## src/rtl/core/c2d_pkg.sv

```systemverilog
// Shared constants, register codes and types for the 3x3 convolution stream block.
package c2d_pkg;

  localparam int MAX_WIDTH_DEF  = 1024;
  localparam int PIXEL_BITS_DEF = 16;
  localparam int KERNEL         = 3;

  localparam int PIX_IN_BITS    = 16;
  localparam int COEF_BITS      = 16;
  localparam int REG_BITS       = 48;
  localparam int FW_BITS        = 11;
  localparam int ROW_BITS       = 16;
  localparam int OUT_COL_BITS   = 10;
  localparam int VALUE_BITS     = 32;
  localparam int IN_DATA_BITS   = 16;
  localparam int OUT_DATA_BITS  = 64;
  localparam int OUT_PAD        = OUT_DATA_BITS - VALUE_BITS - ROW_BITS - OUT_COL_BITS;
  localparam int ROW_LSB        = VALUE_BITS;
  localparam int COL_LSB        = VALUE_BITS + ROW_BITS;

  localparam int WIDTH_RST      = 1024;
  localparam int HEIGHT_MIN     = 3;
  localparam int WIDTH_MIN      = 3;

  localparam int IDX_BITS       = 3;
  localparam logic [IDX_BITS-1:0] REG_COEF_TOP = 3'd0;
  localparam logic [IDX_BITS-1:0] REG_COEF_MID = 3'd1;
  localparam logic [IDX_BITS-1:0] REG_COEF_BOT = 3'd2;
  localparam logic [IDX_BITS-1:0] REG_WIDTH    = 3'd3;
  localparam logic [IDX_BITS-1:0] REG_HEIGHT   = 3'd4;

  typedef struct packed {
    logic                    emit;
    logic                    last;
    logic                    border;
    logic [ROW_BITS-1:0]     row;
    logic [OUT_COL_BITS-1:0] col;
  } meta_t;

endpackage

```

## src/rtl/core/c2d_pos.sv

```systemverilog
// Raster position counters and output position / border decode for each accepted pixel.
module c2d_pos #(
  parameter int MAX_WIDTH = c2d_pkg::MAX_WIDTH_DEF,
  parameter int COL_BITS  = $clog2(MAX_WIDTH),
  parameter int WB        = COL_BITS + 1
) (
  input  logic                          clk,
  input  logic                          rst,
  input  logic                          acc,
  input  logic                          frame_start,
  input  logic [WB-1:0]                 width,
  input  logic [c2d_pkg::ROW_BITS-1:0]  height,
  output logic [COL_BITS-1:0]           cur_col,
  output c2d_pkg::meta_t                meta
);
  import c2d_pkg::*;

  logic [COL_BITS-1:0] in_col;
  logic [ROW_BITS-1:0] in_row;
  logic [COL_BITS-1:0] a_col;
  logic [ROW_BITS-1:0] a_row;

  logic [COL_BITS-1:0] col0;
  logic [ROW_BITS-1:0] row0;
  logic                wrap_col;
  logic [ROW_BITS:0]   row1;
  logic [ROW_BITS-1:0] cur_row;
  logic [WB-1:0]       col_inc;
  logic [ROW_BITS:0]   row_inc;
  logic [COL_BITS-1:0] in_col_next;
  logic [ROW_BITS-1:0] in_row_next;
  logic [WB-1:0]       ocol_full;
  logic [31:0]         ocol_ext;

  always_comb begin
    col0     = frame_start ? '0 : in_col;
    row0     = frame_start ? '0 : in_row;
    wrap_col = {1'b0, col0} >= width;
    cur_col  = wrap_col ? '0 : col0;
    row1     = {1'b0, row0} + (ROW_BITS+1)'(wrap_col);
    cur_row  = (row1 >= {1'b0, height}) ? '0 : row1[ROW_BITS-1:0];
    col_inc  = {1'b0, cur_col} + WB'(1);
    row_inc  = {1'b0, cur_row} + (ROW_BITS+1)'(1);
    if (col_inc >= width) begin
      in_col_next = '0;
      in_row_next = (row_inc >= {1'b0, height}) ? '0 : row_inc[ROW_BITS-1:0];
    end else begin
      in_col_next = col_inc[COL_BITS-1:0];
      in_row_next = cur_row;
    end
  end

  always_ff @(posedge clk) begin
    if (rst) begin
      in_col <= '0;
      in_row <= '0;
    end else if (acc) begin
      in_col <= in_col_next;
      in_row <= in_row_next;
    end
  end

  always_ff @(posedge clk) begin
    if (acc) begin
      a_col <= cur_col;
      a_row <= cur_row;
    end
  end

  always_comb begin
    if (a_col != '0) begin
      meta.row  = a_row - ROW_BITS'(1);
      ocol_full = {1'b0, a_col} - WB'(1);
    end else begin
      meta.row  = a_row - ROW_BITS'(2);
      ocol_full = width - WB'(1);
    end
    ocol_ext    = 32'(ocol_full);
    meta.col    = ocol_ext[OUT_COL_BITS-1:0];
    meta.emit   = (a_row >= ROW_BITS'(2)) || ((a_row == ROW_BITS'(1)) && (a_col != '0));
    meta.last   = (a_row == height - ROW_BITS'(1)) && ({1'b0, a_col} == width - WB'(1));
    meta.border = (meta.row == '0) || (ocol_full == '0) || (ocol_full == width - WB'(1));
  end

endmodule

```

## config.mk

```make
export PLATFORM = sky130hd
export DESIGN_NAME = c2d_pos
export DESIGN_NICKNAME = d
export VERILOG_FILES = /design/src/rtl/core/c2d_pkg.sv /design/src/rtl/core/c2d_pos.sv
export SDC_FILE = /design/constraint.sdc
export NUM_CORES = 1
export LEC_CHECK = 0
export ABC_AREA = 1
export BUFFER_PORTS_ARGS = -buffer_cell sky130_fd_sc_hd__buf_2
export CORE_ASPECT_RATIO = 1.75
export CORE_MARGIN = 4
export CORE_UTILIZATION = 24
export DETAILED_ROUTE_END_ITERATION = 10
export PLACE_DENSITY_LB_ADDON = 0.15
export SLEW_MARGIN = 20
export SYNTH_ARGS = -nofsm -noshare
export SYNTH_HDL_FRONTEND = slang
export SYNTH_SLANG_ARGS = --single-unit
export TNS_END_PERCENT = 1
```

## constraint.sdc

```tcl
create_clock -name clk -period 8.67 [get_ports clk]
set_input_delay 0.867 -clock clk [delete_from_list [all_inputs] [get_ports clk]]
set_output_delay 0.867 -clock clk [all_outputs]
set_load 0.01 [all_outputs]
```

# After elaboration in Yosys (flattened, before gate mapping)

Cells that the tools add are included.
W data, S select, Z words.

Register bits: 52
Output and inout port bits: 39
Word-level logic and storage cells: 38

Eq/ne operators: 4
Add/subtract/negate cells: 8
Reductions and logical operators: 8
Muxes and demuxes: 9
Order comparisons: 5

Operator list:

| kind                    | count |
|---|---|
| $mux W16                | 5 |
| $ge A17 B16 Y1          | 2 |
| $sub A16 B1 Y16 const B | 2 |
| $mux W10                | 3 |
| $add A16 B1 Y17         | 1 |
| $add A16 B1 Y17 const B | 1 |
| $eq A16 B1 Y1 const B   | 1 |
| $eq A16 B16 Y1          | 1 |
| $ge A16 B2 Y1 const B   | 1 |
| $logic_not A16 Y1       | 1 |
| $sub A16 B2 Y16 const B | 1 |
| $add A10 B1 Y11 const B | 1 |
| $eq A10 B11 Y1          | 1 |
| $eq A11 B11 Y1          | 1 |
| $ge A10 B11 Y1          | 1 |
| $ge A11 B11 Y1          | 1 |
| $logic_not A11 Y1       | 1 |
| $mux W11                | 1 |
| $sub A10 B1 Y11 const B | 1 |
| $sub A11 B1 Y11 const B | 1 |
| $reduce_bool A10 Y1     | 1 |
| $logic_or A1 B1 Y1      | 3 |
| $logic_and A1 B1 Y1     | 2 |

# Logic depth before layout (Yosys ltp)

Word-level depth: 9
Gate-level depth with buffers: 55

# Least setup slack after synthesis

OpenSTA, ideal clock, no wires.

Path type: input to register
Start: input frame_start
End: register in_row[6]
Arrival time: 7.363 ns
Data required time: 8.600 ns
Cell stages on the path: 50
Setup slack: 1.237 ns
Cells stage by stage: buf_6 > buf_1 > clkbuf_1 > nor2_1 > ha_1 > inv_1 > nor4_1 > nand4_1 > nand2_2 > ha_1 > ha_1 > nand3_4 > nor2_4 > nand2_2 > nor2_4 > nand2_1 > xnor2_1 > inv_1 > (+14 left out) > nand2_1 > inv_1 > ha_1 > a21oi_1 > nor2_1 > nor2_1 > nand4_1 > nand2_1 > o211ai_1 > nand3_1 > nand2_1 > nand2_1 > nand2_1 > nor2_1 > nand2_2 > inv_4 > nand2_1 > a21oi_1

Longest elaborated chain between the ends: 9

RTL lines:

| element                | line          | text |
|---|---|---|
| start: declaration     | c2d_pos.sv:10 | `input logic frame_start,` |
| $mux W10               | c2d_pos.sv:36 | `col0 = frame_start ? '0 : in_col;` |
| $ge A10 B11 Y1         | c2d_pos.sv:38 | `wrap_col = {1'b0, col0} >= width;` |
| $add A16 B1 Y17 (*)    | c2d_pos.sv:40 | `row1 = {1'b0, row0} + (ROW_BITS+1)'(wrap_col);` |
| $ge A17 B16 Y1         | c2d_pos.sv:41 | `cur_row = (row1 >= {1'b0, height}) ? '0 : row1[ROW_BITS-1:0];` |
| $mux W16 (*)           | c2d_pos.sv:41 |  |
| via cur_row[0]         | c2d_pos.sv:27 | `logic [ROW_BITS-1:0] cur_row;` |
| $add A16 B1 Y17 (*)    | c2d_pos.sv:43 | `row_inc = {1'b0, cur_row} + (ROW_BITS+1)'(1);` |
| $ge A17 B16 Y1         | c2d_pos.sv:46 | `in_row_next = (row_inc >= {1'b0, height}) ? '0 : row_inc[ROW_BITS-1:0];` |
| $mux W16 (*)           | c2d_pos.sv:46 |  |
| $mux W16 (*)           | c2d_pos.sv:44 | `if (col_inc >= width) begin` |
| end signal: assignment | c2d_pos.sv:59 | `in_row <= in_row_next;` |
| end: declaration       | c2d_pos.sv:19 | `logic [ROW_BITS-1:0] in_row;` |

Mark *: on every way through the listed nets, which the timed path passes. The rest lies on a longest branch.
A chain may end at the register's enable or synchronous reset.

# Final worst setup path

Start: input frame_start
End: register in_row[13]

Same word-level chain as after synthesis.

==> impl_table.tex <==
\begin{tabular}{lr}
\hline
Metric & Value \\
\hline
\multicolumn{2}{l}{\textbf{Route}} \\
\quad Vias per inst & approximately 4.7 \\
\quad Total via count in the routed design & roughly 6400 \\
\quad Post-detailed-routing wire length & 23100 um \\
\quad DRT Pass-1 Iters & 4 \\
\quad Remaining antenna violation count & 0 \\
\quad Post-DR wirelength/cell & $\sim$17 um \\
\quad DRC violations left & 0 \\
\quad DRT iter0 DRCs & 250 \\
\multicolumn{2}{l}{\textbf{Floorplanning}} \\
\quad Number of standard-cell rows in the floorplan & slightly below 80 \\
\quad Floorplan die height & 225 um \\
\quad Core region area & between 20000 and 30000 um\^{}2 \\
\quad Initial core utilization & approximately 24\% \\
\quad Die extent in x & roughly 130 um \\
\quad Area enclosed by the die boundary & around 30000 um\^{}2 \\
\quad Number of top-level pins & 70 \\
\multicolumn{2}{l}{\textbf{Final layout}} \\
\quad Commonest non-fill, non-tap cell in the layout & sky130\_fd\_sc\_hd\_\_nand2\_1 \\
\quad Fraction of layout instances using a drive strength above 1 & between 10\% and 20\% \\
\quad Area Overhead vs Synth & 14.0\% \\
\quad Layout Nets & $\sim$1100 \\
\quad \# diodes & 0 \\
\quad Most frequent cells in the layout & sky130\_fd\_sc\_hd\_\_nand2\_1, sky130\_fd\_sc\_hd\_\_inv\_1, sky130\_fd\_sc\_hd\_\_nor2\_1 \\
\quad Number of standard cells in the layout, taps in and fillers out & 1368 \\
\multicolumn{2}{l}{\textbf{Yosys}} \\
\quad Number of warning messages in the yosys log & 0 \\
\quad Summed instance area of the synthesized netlist & between 6000 and 7000 um\^{}2 \\
\quad Share of flip-flops with an asynchronous set or reset after synthesis & 0\% \\
\quad Post-synthesis sequential area ratio & between 20\% and 30\% \\
\quad Netlist cell types & 53 \\
\quad Synth Instances & roughly 1000 \\
\quad Number of enable flip-flop cells after synthesis & 26 \\
\quad Post-synthesis sequential element count & 52 \\
\quad Mean instance size in the synthesized netlist & around 6.6 um\^{}2 \\
\quad Synthesized netlist net count & roughly 1100 \\
\quad Most used flip-flop cell after synthesis & sky130\_fd\_sc\_hd\_\_edfxtp\_1 \\
\multicolumn{2}{l}{\textbf{Pwr}} \\
\quad Power density over the cells & just over 90 nW/um\^{}2 \\
\quad Peak ir drop on the vdd network & between 0.06 and 0.07 mV \\
\quad Lkg Pwr & 0.00355 uW \\
\multicolumn{2}{l}{\textbf{Worst setup path}} \\
\quad Arrival time at the worst endpoint & slightly above 8 ns \\
\quad R2R Path End & in\_row[13] \\
\quad Launching element type of the critical path & input pin \\
\quad CP most frequent cell & sky130\_fd\_sc\_hd\_\_nand2\_1 \\
\quad Slowest cell on the critical path & sky130\_fd\_sc\_hd\_\_buf\_2 \\
\quad Type of the worst setup path & in2reg \\
\quad Start of the worst register-to-register path & in\_col[6] \\
\quad Family with the most delay on the worst path & simple AND/OR/NAND/NOR gates \\
\quad Slowest cell delay on critical path & about 0.4 ns \\
\quad Largest fanout of any net on the critical path & 20 \\
\quad Worst R2R Setup Slack & $\sim$1.5 ns \\
\quad Number of buffer and inverter stages on the critical path & 4 \\
\quad Data required time of the worst path & between 8 and 9 ns \\
\quad Worst-case reg-to-reg path depth & between 40 and 50 \\
\quad Worst setup path start & frame\_start \\
\quad Crit path capture type & flip-flop \\
\multicolumn{2}{l}{\textbf{Placed design}} \\
\quad Instance count after placement with tap cells included & 1360 \\
\quad Global placer's final weighted congestion & between 0.8 and 0.9 \\
\quad Sum of net half-perimeters after detailed placement & $\sim$20000 um \\
\quad Port-buffer cells & 69 \\
\multicolumn{2}{l}{\textbf{Worst hold path}} \\
\quad Worst Hold Depth & 2 \\
\quad WHS Endpoint & in\_col[5] \\
\quad Class of the tightest hold or removal check & reg2reg \\
\quad Hold wc startpoint & in\_col[5] \\
\multicolumn{2}{l}{\textbf{Clock tree}} \\
\quad Post-CTS Hold Fix Bufs & 0 \\
\quad Total clock buffers created by CTS & 5 \\
\quad Clock sink total & 52 \\
\quad Root Buffer & sky130\_fd\_sc\_hd\_\_clkbuf\_16 \\
\quad Later-pin clock latency in the skew report & 0.31 ns \\
\quad Maximum number of buffers from clock root to sink & 2 \\
\quad H-tree level count & 2 \\
\quad Clock slew seen by the registers of the worst setup and hold paths & around 0.070 ns \\
\quad TritonCTS clock tree & done \\
\multicolumn{2}{l}{\textbf{Global route}} \\
\quad First-pass GRT wire length & around 36000 um \\
\quad Number of antenna violations at the first check in global routing & 0 \\
\quad Overall overflow remaining after global route & 0 \\
\quad Tot GR Track Use & 15.4\% \\
\quad Vias in the first global route & approximately 6400 \\
\quad Maximum number of pins on one net before global-route repair & 53 \\
\multicolumn{2}{l}{\textbf{STA}} \\
\quad Total negative setup slack & 0 ns \\
\quad Final worst hold slack & 0.464 ns \\
\quad Count of endpoints failing hold in the final timing report & 0 \\
\quad RSZ-0062 raised after global routing & false \\
\quad Worst-case clock skew & approximately 0.0038 ns \\
\quad Highest Clock Rate & 128 MHz \\
\quad Actual transition at the worst max-transition pin & around 0.84 ns \\
\quad Period Utilization, post-route & 90.2\% \\
\quad Worst-case headroom to the max-slew limit & 44.0\% \\
\quad Total count of max-transition violations in the final report & 0 \\
\quad \# setup viols final & 0 \\
\quad Final worst path period need & about 8 ns \\
\multicolumn{2}{l}{\textbf{Run}} \\
\quad Number of maximum-capacitance constraint violations & 0 \\
\multicolumn{2}{l}{\textbf{Outcome}} \\
\quad Run status & finished clean \\
\hline
\end{tabular}
## cell usage after synthesis (all sizes together), types with 8 or more instances
library cell / number / share of area [%]
clkbuf: 9 / 0.52
xor2: 56 / 8.0
nor3: 27 / 2.6
dfxtp: 26 / 8.1
a21oi: 52 / 4.1
ha: 65 / 13
nor2: 121 / 8.7
nand3: 52 / 5.3
inv: 175 / 10
o21ai: 47 / 3.6
o22ai: 8 / 0.77
nand2: 219 / 13
xnor2: 13 / 1.8
nand4: 23 / 2.3
edfxtp: 26 / 12
nor4: 11 / 1.1
## flip-flops by register name (all words and copies together), names as in the netlist
signal	count
in_row	16
a_col	10
a_row	16
in_col	10
## logic make-up (layout without fill, tap and decap cells)
logic type      after synthesis  count (layout)  synth area share [%]
simple gates                470             470                  35.0
compound gates              126             126                  10.8
mux                           1               1                 0.155
xor+xnor                     69              69                  9.76
flops                        52              52                  20.1
fa+ha+maj                    65              65                  12.6
buf+inv                     190             261                  11.6
## power by group
group	internal, uW	leakage (uW)	switching [uW]
sequential	266	0.000480	8.51
clock	138	0.0000815	100
combinational	55.3	0.00298	111
total	459	0.00355	220
## how the worst max path moves through the flow
| stage | slack, ns | end | depth (start not counted) |
|---|---|---|---|
| floorplan | 1.24 | in_row[6] | 50 |
| global placement | 0.65 | in_row[6] | 49 |
| detailed placement | 0.53 | in_row[13] | 47 |
| CTS | 0.84 | in_row[13] | 47 |
| global route | 0.04 | in_row[8] | 46 |
| finish | 0.85 | in_row[13] | 45 |
## metal layers
metal | track usage [%] | share of wire, % | routed length [um]
met2 | 31.6 | 56 | 13000
met5 | 0 | 0 | 0
met1 | 15.4 | 38 | 8680
met3 | 1.30 | 2.0 | 459
met4 | 7.15 | 4.0 | 929
## worst register-to-register path: cells and delay by family (launching register included)
kind	cells	cell delay, ns
buf+inv	4	0.30
flops	1	0.33
fa+ha+maj	6	1.63
simple gates	33	3.80
compound gates	5	0.63
xor+xnor	1	0.39
## layout make-up
class	count	area (um^2)
clock buffers	6	129
clock inverters	2	38.8
fillers	2980	19200
inverters	176	668
multi-input cells	731	4420
flip-flops and latches	52	1300
well taps	324	405
repair buffers	77	405
## stage by stage
step | setup WS, ns | power, uW | area [um^2] | utilization (%)
global placement | 0.646 | 450 | 7190 | 27.1
CTS | 0.838 | 693 | 7360 | 27.7
detailed placement | 0.532 | 449 | 7190 | 27.1
global route | 0.0440 | 721 | 7370 | 27.7
floorplan | 1.24 | 385 | 6460 | -
finish | 0.846 | 679 | 7370 | 27.7
## what timing repair did
action,4_1_cts,5_1_grt
setup buffers,0,0
endpoints found under the setup margin,0,8
resized for setup,0,1
No activity file was read; power rests on OpenSTA's default activity.
